**src/hdl/bmpc_pkg.sv**
```systemverilog
// Shared types and constants for the BMP 24-bit to RGB565 framebuffer writer.
// Used by the front parser, the request queue and the back-end formatter.
`timescale 1ns / 1ps

package bmpc_pkg;

    localparam int ADDR_W      = 17;
    localparam int QUEUE_DEPTH = 4;

    localparam logic [15:0] BMP_SIGNATURE   = 16'h4D42;
    localparam logic [31:0] MIN_HEADER_SIZE = 32'd40;
    localparam logic [15:0] BMP_DEPTH       = 16'd24;
    localparam logic [15:0] BMP_PLANES      = 16'd1;
    localparam logic [32:0] FILE_HDR_BYTES  = 33'd14;

    // header byte positions where a field completes
    localparam logic [31:0] POS_SIG      = 32'd1;
    localparam logic [31:0] POS_OFFSET   = 32'd13;
    localparam logic [31:0] POS_HDR_SIZE = 32'd17;
    localparam logic [31:0] POS_WIDTH    = 32'd21;
    localparam logic [31:0] POS_HEIGHT   = 32'd25;
    localparam logic [31:0] POS_PLANES   = 32'd27;
    localparam logic [31:0] POS_DEPTH    = 32'd29;
    localparam logic [31:0] POS_COMPRESS = 32'd33;
    // header byte positions used to stage the crop geometry
    localparam logic [31:0] POS_GEOM      = 32'd26;
    localparam logic [31:0] POS_ROW0      = 32'd27;
    localparam logic [31:0] POS_BASE_MULT = 32'd28;
    localparam logic [31:0] POS_BASE_ADJ  = 32'd29;

    typedef enum logic [2:0] {
        PH_HEADER,
        PH_GAP,
        PH_IMAGE,
        PH_DONE,
        PH_BAD
    } phase_t;

    localparam logic [1:0] ST_OK         = 2'd0;
    localparam logic [1:0] ST_BAD_HEADER = 2'd1;
    localparam logic [1:0] ST_TRUNCATED  = 2'd2;

    typedef struct packed {
        logic              write;
        logic [ADDR_W-1:0] addr;
        logic [7:0]        blue;
        logic [7:0]        green;
        logic [7:0]        red;
        logic              done;
        logic [1:0]        status;
    } q_entry_t;

    typedef struct packed {
        logic full;
        logic empty;
    } q_status_t;

    function automatic logic [15:0] rgb565(input logic [7:0] r, input logic [7:0] g,
                                           input logic [7:0] b);
        return {r[7:3], g[7:2], b[7:3]};
    endfunction

endpackage

```
**src/hdl/bmpc_queue.sv**
```systemverilog
// Short request queue between the front parser and the back-end formatter.
// Depends on bmpc_pkg for the entry type and depth.
`timescale 1ns / 1ps

module bmpc_queue
    import bmpc_pkg::*;
(
    input  logic      aclk,
    input  logic      aresetn,
    input  logic      push,
    input  q_entry_t  push_data,
    input  logic      pop,
    output q_entry_t  pop_data,
    output q_status_t stat
);

    localparam int PTR_W = $clog2(QUEUE_DEPTH);
    localparam int CNT_W = $clog2(QUEUE_DEPTH + 1);

    q_entry_t             slot_reg [QUEUE_DEPTH];
    logic [PTR_W-1:0]     head_reg, head_next;
    logic [PTR_W-1:0]     tail_reg, tail_next;
    logic [CNT_W-1:0]     count_reg, count_next;

    always_comb begin
        head_next  = head_reg;
        tail_next  = tail_reg;
        count_next = count_reg;
        if (push) begin
            tail_next = (tail_reg == PTR_W'(QUEUE_DEPTH - 1)) ? '0 : tail_reg + 1'b1;
        end
        if (pop) begin
            head_next = (head_reg == PTR_W'(QUEUE_DEPTH - 1)) ? '0 : head_reg + 1'b1;
        end
        if (push && !pop) begin
            count_next = count_reg + 1'b1;
        end else if (pop && !push) begin
            count_next = count_reg - 1'b1;
        end
    end

    always_ff @(posedge aclk) begin
        if (!aresetn) begin
            head_reg  <= '0;
            tail_reg  <= '0;
            count_reg <= '0;
        end else begin
            head_reg  <= head_next;
            tail_reg  <= tail_next;
            count_reg <= count_next;
        end
    end

    always_ff @(posedge aclk) begin
        if (push) begin
            slot_reg[tail_reg] <= push_data;
        end
    end

    assign pop_data   = slot_reg[head_reg];
    assign stat.full  = (count_reg == CNT_W'(QUEUE_DEPTH));
    assign stat.empty = (count_reg == '0);

endmodule

```
**src/hdl/bmpc_front.sv**
```systemverilog
// Front end: accepts file bytes, parses and checks the BMP header, tracks rows,
// columns and crop window, and queues one request per pixel write or end of file.
// Depends on bmpc_pkg.
`timescale 1ns / 1ps

module bmpc_front
    import bmpc_pkg::*;
#(
    parameter int SCREEN_WIDTH  = 240,
    parameter int SCREEN_HEIGHT = 320
) (
    input  logic      aclk,
    input  logic      aresetn,
    input  logic      s_tvalid,
    output logic      s_tready,
    input  logic [7:0] s_tdata,
    input  logic      s_tlast,
    input  q_status_t q_stat,
    output logic      q_push,
    output q_entry_t  q_data
);

    localparam int RW = $clog2(SCREEN_HEIGHT + 1);
    localparam int CW = $clog2(SCREEN_WIDTH + 1);
    localparam logic [31:0]       SW32 = 32'(SCREEN_WIDTH);
    localparam logic [31:0]       SH32 = 32'(SCREEN_HEIGHT);
    localparam logic [ADDR_W-1:0] SW_A = ADDR_W'(SCREEN_WIDTH);

    phase_t      phase_reg, phase_next, phase_work;
    logic        accept;
    logic [31:0] pos_reg, pos_next;
    logic [31:0] shift_reg, hdr_word;
    logic [31:0] offset_reg, width_reg, height_reg, row_bytes_reg;
    logic        bottom_up_reg;
    logic [RW-1:0] dh_reg, dy_reg, row0_reg, rows_reg;
    logic [CW-1:0] dw_reg, dx_reg;
    logic [31:0] sy_reg, sx_reg, sx_end_reg, skip_bu_reg, skip_reg;
    logic [31:0] bir_reg, col_reg;
    logic [1:0]  comp_reg;
    logic [7:0]  blue_reg, green_reg;
    logic [ADDR_W-1:0] base_reg;

    logic [33:0] width_x3;
    logic [31:0] row0_prod;
    logic        hdr_fail, in_image, draw, row_end, frame_end, pixel;
    logic [RW:0] rows_inc;
    logic [1:0]  status_code;

    assign hdr_word  = {s_tdata, shift_reg[31:8]};
    assign width_x3  = {2'b00, hdr_word} + {1'b0, hdr_word, 1'b0} + 34'd3;
    assign row0_prod = 32'(row0_reg) * SW32;

    // header field checks, valid only while the header is being parsed
    always_comb begin
        hdr_fail = 1'b0;
        case (pos_reg)
            POS_SIG:      hdr_fail = (hdr_word[31:16] != BMP_SIGNATURE);
            POS_HDR_SIZE: hdr_fail = (hdr_word < MIN_HEADER_SIZE) ||
                                     ({1'b0, offset_reg} < FILE_HDR_BYTES + {1'b0, hdr_word});
            POS_WIDTH:    hdr_fail = (hdr_word == '0) || hdr_word[31] ||
                                     (width_x3[33:32] != 2'b00);
            POS_HEIGHT:   hdr_fail = (hdr_word == '0);
            POS_PLANES:   hdr_fail = (hdr_word[31:16] != BMP_PLANES);
            POS_DEPTH:    hdr_fail = (hdr_word[31:16] != BMP_DEPTH);
            POS_COMPRESS: hdr_fail = (hdr_word != '0);
            default:      hdr_fail = 1'b0;
        endcase
    end

    assign in_image  = (phase_reg == PH_IMAGE) ||
                       ((phase_reg == PH_GAP) && (pos_reg >= offset_reg));
    assign draw      = (skip_reg == '0);
    assign row_end   = in_image && ((bir_reg + 32'd1) >= row_bytes_reg);
    assign rows_inc  = {1'b0, rows_reg} + 1'b1;
    assign frame_end = row_end && draw && (rows_inc >= {1'b0, dh_reg});
    assign pixel     = in_image && draw && (comp_reg == 2'd2) &&
                       (col_reg >= sx_reg) && (col_reg < sx_end_reg);

    // next state
    always_comb begin
        case (phase_reg)
            PH_HEADER: begin
                if (hdr_fail)                     phase_work = PH_BAD;
                else if (pos_reg == POS_COMPRESS) phase_work = PH_GAP;
                else                              phase_work = PH_HEADER;
            end
            PH_GAP, PH_IMAGE: begin
                if (frame_end)     phase_work = PH_DONE;
                else if (in_image) phase_work = PH_IMAGE;
                else               phase_work = phase_reg;
            end
            default: phase_work = phase_reg;
        endcase
        if (!accept)      phase_next = phase_reg;
        else if (s_tlast) phase_next = PH_HEADER;
        else              phase_next = phase_work;
    end

    // outputs
    always_comb begin
        s_tready = !q_stat.full;
        accept   = s_tvalid && s_tready;
        q_push   = accept && (pixel || s_tlast);
        if (phase_work inside {PH_HEADER, PH_BAD}) status_code = ST_BAD_HEADER;
        else if (phase_work == PH_DONE)             status_code = ST_OK;
        else                                        status_code = ST_TRUNCATED;
        q_data.write  = pixel;
        q_data.addr   = pixel ? base_reg + col_reg[ADDR_W-1:0] : '0;
        q_data.blue   = blue_reg;
        q_data.green  = green_reg;
        q_data.red    = s_tdata;
        q_data.done   = s_tlast;
        q_data.status = s_tlast ? status_code : ST_OK;
    end

    always_comb begin
        pos_next = pos_reg;
        if (accept) begin
            if (s_tlast)              pos_next = '0;
            else if (pos_reg != '1)   pos_next = pos_reg + 32'd1;
        end
    end

    always_ff @(posedge aclk) begin
        if (!aresetn) begin
            phase_reg <= PH_HEADER;
            pos_reg   <= '0;
        end else begin
            phase_reg <= phase_next;
            pos_reg   <= pos_next;
        end
    end

    // payload: header fields, staged crop geometry, row/column tracking
    always_ff @(posedge aclk) begin
        if (accept) begin
            shift_reg <= hdr_word;
            if (phase_reg == PH_HEADER) begin
                case (pos_reg)
                    POS_OFFSET: offset_reg <= hdr_word;
                    POS_WIDTH: begin
                        width_reg     <= hdr_word;
                        row_bytes_reg <= {width_x3[31:2], 2'b00};
                    end
                    POS_HEIGHT: begin
                        bottom_up_reg <= !hdr_word[31];
                        height_reg    <= hdr_word[31] ? 32'd0 - hdr_word : hdr_word;
                    end
                    POS_GEOM: begin
                        dh_reg <= (height_reg > SH32) ? RW'(SCREEN_HEIGHT) : height_reg[RW-1:0];
                        sy_reg <= (height_reg > SH32) ? (height_reg - SH32) >> 1 : '0;
                        dy_reg <= (height_reg < SH32) ? RW'((SH32 - height_reg) >> 1) : '0;
                        dw_reg <= (width_reg > SW32) ? CW'(SCREEN_WIDTH) : width_reg[CW-1:0];
                        sx_reg <= (width_reg > SW32) ? (width_reg - SW32) >> 1 : '0;
                        dx_reg <= (width_reg < SW32) ? CW'((SW32 - width_reg) >> 1) : '0;
                    end
                    POS_ROW0: begin
                        // first drawn row sits at the bottom for bottom-up files
                        row0_reg    <= dy_reg + (bottom_up_reg ? dh_reg - 1'b1 : '0);
                        sx_end_reg  <= sx_reg + 32'(dw_reg);
                        skip_bu_reg <= height_reg - sy_reg - 32'(dh_reg);
                    end
                    POS_BASE_MULT: base_reg <= row0_prod[ADDR_W-1:0];
                    POS_BASE_ADJ:  base_reg <= base_reg + ADDR_W'(dx_reg) - sx_reg[ADDR_W-1:0];
                    POS_COMPRESS: begin
                        skip_reg <= bottom_up_reg ? skip_bu_reg : sy_reg;
                        bir_reg  <= '0;
                        col_reg  <= '0;
                        comp_reg <= '0;
                        rows_reg <= '0;
                    end
                    default: ;
                endcase
            end else if (in_image) begin
                if (draw && comp_reg == 2'd0) blue_reg  <= s_tdata;
                if (draw && comp_reg == 2'd1) green_reg <= s_tdata;
                if (row_end) begin
                    bir_reg  <= '0;
                    col_reg  <= '0;
                    comp_reg <= '0;
                    if (!draw) begin
                        skip_reg <= skip_reg - 32'd1;
                    end else begin
                        rows_reg <= rows_inc[RW-1:0];
                        base_reg <= bottom_up_reg ? base_reg - SW_A : base_reg + SW_A;
                    end
                end else begin
                    bir_reg <= bir_reg + 32'd1;
                    if (comp_reg == 2'd2) begin
                        comp_reg <= '0;
                        col_reg  <= col_reg + 32'd1;
                    end else begin
                        comp_reg <= comp_reg + 2'd1;
                    end
                end
            end
        end
    end

endmodule

```
**src/hdl/bmpc_back.sv**
```systemverilog
// Back end: takes queued requests, packs RGB565 color and drives the result
// register toward the framebuffer side. Depends on bmpc_pkg.
`timescale 1ns / 1ps

module bmpc_back
    import bmpc_pkg::*;
(
    input  logic        aclk,
    input  logic        aresetn,
    input  q_status_t   q_stat,
    input  q_entry_t    q_data,
    output logic        q_pop,
    output logic        m_tvalid,
    input  logic        m_tready,
    output logic [39:0] m_tdata,
    output logic        m_tuser,
    output logic        m_tlast
);

    logic        valid_reg, valid_next;
    logic [39:0] data_reg;
    logic        user_reg, last_reg;
    logic [15:0] color;

    assign q_pop = !q_stat.empty && (!valid_reg || m_tready);
    assign color = q_data.write ? rgb565(q_data.red, q_data.green, q_data.blue) : 16'd0;

    always_comb begin
        valid_next = valid_reg;
        if (q_pop)         valid_next = 1'b1;
        else if (m_tready) valid_next = 1'b0;
    end

    always_ff @(posedge aclk) begin
        if (!aresetn) valid_reg <= 1'b0;
        else          valid_reg <= valid_next;
    end

    always_ff @(posedge aclk) begin
        if (q_pop) begin
            data_reg <= {5'd0, q_data.status, color, q_data.addr};
            user_reg <= q_data.write;
            last_reg <= q_data.done;
        end
    end

    assign m_tvalid = valid_reg;
    assign m_tdata  = data_reg;
    assign m_tuser  = user_reg;
    assign m_tlast  = last_reg;

endmodule

```
**src/hdl/bmp24_crop_to_rgb565_writer_top.sv**
```systemverilog
// BMP 24-bit to RGB565 framebuffer writer, top level: front parser, request queue, back end.
// Throughput: one file byte per cycle while the queue is not full; the per-byte front update sets it.
// Path: a pixel write or end-of-file report is written into the queue when its byte is taken,
// then moved into the result register toward m_; it is held back while m_tready is low.
// Reset: synchronous aresetn clears parse phase, byte count, queue pointers and result valid.
`timescale 1ns / 1ps

module bmp24_crop_to_rgb565_writer_top
    import bmpc_pkg::*;
#(
    parameter int SCREEN_WIDTH  = 240,
    parameter int SCREEN_HEIGHT = 320
) (
    input  logic        aclk,
    input  logic        aresetn,
    input  logic        s_tvalid,
    output logic        s_tready,
    input  logic [7:0]  s_tdata,   // data_byte[7:0]
    input  logic        s_tlast,   // last_byte
    output logic        m_tvalid,
    input  logic        m_tready,
    output logic [39:0] m_tdata,   // pixel_address[16:0], pixel_color[32:17], status[34:33]
    output logic        m_tuser,   // write_valid
    output logic        m_tlast    // done_res
);

    q_status_t q_stat;
    q_entry_t  push_data, pop_data;
    logic      q_push, q_pop;

    bmpc_front #(
        .SCREEN_WIDTH  (SCREEN_WIDTH),
        .SCREEN_HEIGHT (SCREEN_HEIGHT)
    ) u_front (
        .aclk     (aclk),
        .aresetn  (aresetn),
        .s_tvalid (s_tvalid),
        .s_tready (s_tready),
        .s_tdata  (s_tdata),
        .s_tlast  (s_tlast),
        .q_stat   (q_stat),
        .q_push   (q_push),
        .q_data   (push_data)
    );

    bmpc_queue u_queue (
        .aclk      (aclk),
        .aresetn   (aresetn),
        .push      (q_push),
        .push_data (push_data),
        .pop       (q_pop),
        .pop_data  (pop_data),
        .stat      (q_stat)
    );

    bmpc_back u_back (
        .aclk     (aclk),
        .aresetn  (aresetn),
        .q_stat   (q_stat),
        .q_data   (pop_data),
        .q_pop    (q_pop),
        .m_tvalid (m_tvalid),
        .m_tready (m_tready),
        .m_tdata  (m_tdata),
        .m_tuser  (m_tuser),
        .m_tlast  (m_tlast)
    );

    a_no_overflow: assert property (@(posedge aclk) disable iff (!aresetn)
        q_push |-> !q_stat.full)
        else $error("request pushed into full queue");

    a_no_underflow: assert property (@(posedge aclk) disable iff (!aresetn)
        q_pop |-> !q_stat.empty)
        else $error("request popped from empty queue");

    a_result_kind: assert property (@(posedge aclk) disable iff (!aresetn)
        m_tvalid |-> (m_tuser || m_tlast))
        else $error("result with neither pixel write nor done");

    a_idle_fields: assert property (@(posedge aclk) disable iff (!aresetn)
        (m_tvalid && !m_tuser) |-> (m_tdata[32:0] == 33'd0))
        else $error("non-write result carries address or color");

endmodule
```
**config.mk**
```make
export PLATFORM = sky130hd
export DESIGN_NAME = bmp24_crop_to_rgb565_writer_top
export DESIGN_NICKNAME = d
export VERILOG_FILES = /design/src/hdl/bmpc_pkg.sv /design/src/hdl/bmpc_queue.sv /design/src/hdl/bmpc_front.sv /design/src/hdl/bmpc_back.sv /design/src/hdl/bmp24_crop_to_rgb565_writer_top.sv
export SDC_FILE = /design/constraint.sdc
export NUM_CORES = 2
export LEC_CHECK = 0
export BUFFER_PORTS_ARGS = -buffer_cell sky130_fd_sc_hd__buf_2
export CAP_MARGIN = 20
export CELL_PAD_IN_SITES_DETAIL_PLACEMENT = 2
export CELL_PAD_IN_SITES_GLOBAL_PLACEMENT = 2
export CORE_UTILIZATION = 46
export CTS_BUF_LIST = sky130_fd_sc_hd__clkbuf_8
export CTS_CLUSTER_DIAMETER = 150
export CTS_CLUSTER_SIZE = 40
export DETAILED_ROUTE_END_ITERATION = 10
export GPL_ROUTABILITY_DRIVEN = 1
export PLACE_DENSITY_LB_ADDON = 0.1
export SYNTH_ARGS = -nofsm -noshare
export SYNTH_HDL_FRONTEND = slang
export SYNTH_HIERARCHICAL = 1
export SYNTH_SLANG_ARGS = --single-unit
```
**constraint.sdc**
```tcl
create_clock -name aclk -period 6.75 [get_ports aclk]
set_input_delay 0.675 -clock aclk [delete_from_list [all_inputs] [get_ports aclk]]
set_output_delay 0.675 -clock aclk [all_outputs]
set_load 0.03 [all_outputs]
```
==> results.toml <==
[run_status]
status = "finished, final reports clean"

[clocking]
cts_root_buf = "clkbuf_8"
cts.clk_slew.worst_paths_ps = 240
cts_buffers = 21
h-tree-depth = 1
cts_hold_buf = 0
cts_tree = "yes"
cts.repair.resized = 0
cts.sinks = 685
postCtsSetupBuffers = 0
cts_max_path_buffers = 3
clk_latency_ps = 770

[routing]
post_drt_wl_per_cell_um = 26.5
drt-initial-drc-count = 1728
vias_per_cell = 5.92
drc = 0
dr.pass1.iters = 5
finalWirelength_um = 131000
ant_nets = 0
vias = 29179

[sta]
slew_violations = 0
hold_viol = 0
fin_crit_ps = 5810
tns_ps = 0
worst_pin_slew_ps = 1110
fin_skew_ps = 37.1
max_freq_mhz = 172
relSlewSlack_pct = 25.1
setup_violations = 0
fin_crit_sh_pct = 86.1
rsz0062_at_grt = "no"
whs_ps = 228
timing.final.ws_setup_ps = 940

[global_routing]
gr-total-overflow = 0
track_usage_pct = 28.2
grt.busiest_layer = "met2"
antenna_found_initial = 4
met2_usage_pct = 51.2
grt_pass1_wl_um = 199000
first_global_vias = 32257
use_met3_pct = 2.02
grt_max_degree = 74
use_met1_pct = 35.7

[worst_setup_path]
worstSetupStartpointType = "register"
path_class = "register to register"
cp-end-kind = "register"
critPathMaxFanout = 19
cp.required_ps = 7440
cp_data_arrival_time_ps = 6500

[run]
maxCapViolCount = 0

[yosys]
yosys_warnings = 6
synth.cell_area_um2 = 41800
netlist_instances = 3707
postSynthAreaPerCell_um2 = 11.3

[final_layout]
fin_util_pct = 48.8
synthToLayoutAreaGrowth_pct = 5.11
stdcell_area_um2 = 43900
nFillCells = 9091
layout_commonest_cell = "edfxtp_1"
nets = 4223
fin_cells = 4926
largest_reg_flops = 148
drive_above_1_share_pct = 5.60
final_cell_mix = "edfxtp_1 (640), ha_1 (431), inv_1 (366)"

[power_and_ir_drop]
peakVddDrop_mv = 0.201
comb_power_share_pct = 26.1
power.switching_mw = 3.02
seqPwrFrac_pct = 56.1
internal_power_mw = 6.21
clockPowerShare_pct = 17.8
p_per_area_nw_per_um2 = 210
p_total_mw = 9.23
leakagePower_nw = 17.1
swShare_pct = 32.7

[placement]
dp_slack_ps = 1040
hpwl_um = 102000
port_buffers = 51
placed_area_um2 = 43400
place_inst = 4887
gp_congestion = 0.851

[floorplanning]
start_util_pct = 46.4
core_area_um2 = 90000
pin_count = 57
die_y_um = 303
core.rowCount = 110
die_x_um = 303
die-area_um2 = 92000

[worst_hold_path]
hold_path.class = "input pin to register"
==> path summary, 6_finish.rpt <==
kind                         startpoint                       to  slack [ps]  cells after the start
setup / recovery  u_front/offset_reg[2]     u_queue/count_reg[2]         940                     18
hold / removal                 m_tready          u_back/m_tvalid         230                      3
setup reg to reg  u_front/offset_reg[2]     u_queue/count_reg[2]         940                     18
hold reg to reg    u_front/green_reg[4]  u_queue/slot_reg[0][15]         550                      0
==> power groups by stage <==
stage	combinational (mW)	sequential (mW)	clock [mW]
6_report	2.41	5.17	1.65
3_3_place_gp	2.26	5.23	0
3_5_place_dp	2.40	5.27	0
4_1_cts	2.42	5.18	1.70
2_1_floorplan	1.49	5.43	0
5_1_grt	2.60	5.19	1.79
==> layout make-up <==
class / count / area, um2 / area share (%)
Clock buffer: 21 / 289 / 0.658
Inverter: 364 / 1370 / 3.11
Tap cell: 1176 / 1470 / 3.35
Timing Repair Buffer: 91 / 656 / 1.49
Clock inverter: 9 / 86.3 / 0.197
Antenna cell: 1 / 2.50 / 0.00570
Multi-Input combinational cell: 2579 / 19900 / 45.4
Sequential cell: 685 / 20100 / 45.8
==> metal layers <==
layer | up-vias | routed length, um
met5 | - | 27
met4 | 4 | 4600
met3 | 191 | 3420
met2 | 471 | 67100
met1 | 15175 | 55600
li1 | 13338 | -
==> worst max-delay path: stages (launching register included) <==
cell and delay (ps):
edfxtp_1 530, inv_1 90, ha_1 330, a21o_1 150, a31oi_1 60, o21ai_0 240
o21ai_0 240, a21oi_1 250, o211ai_1 200, a21oi_1 890, o2111ai_2 280, buf_4 300
a21oi_1 720, ha_1 330, inv_1 60, fa_1 390, xor2_1 170, or3_1 310
a21boi_0 180
No activity file was read; power rests on OpenSTA's default activity.
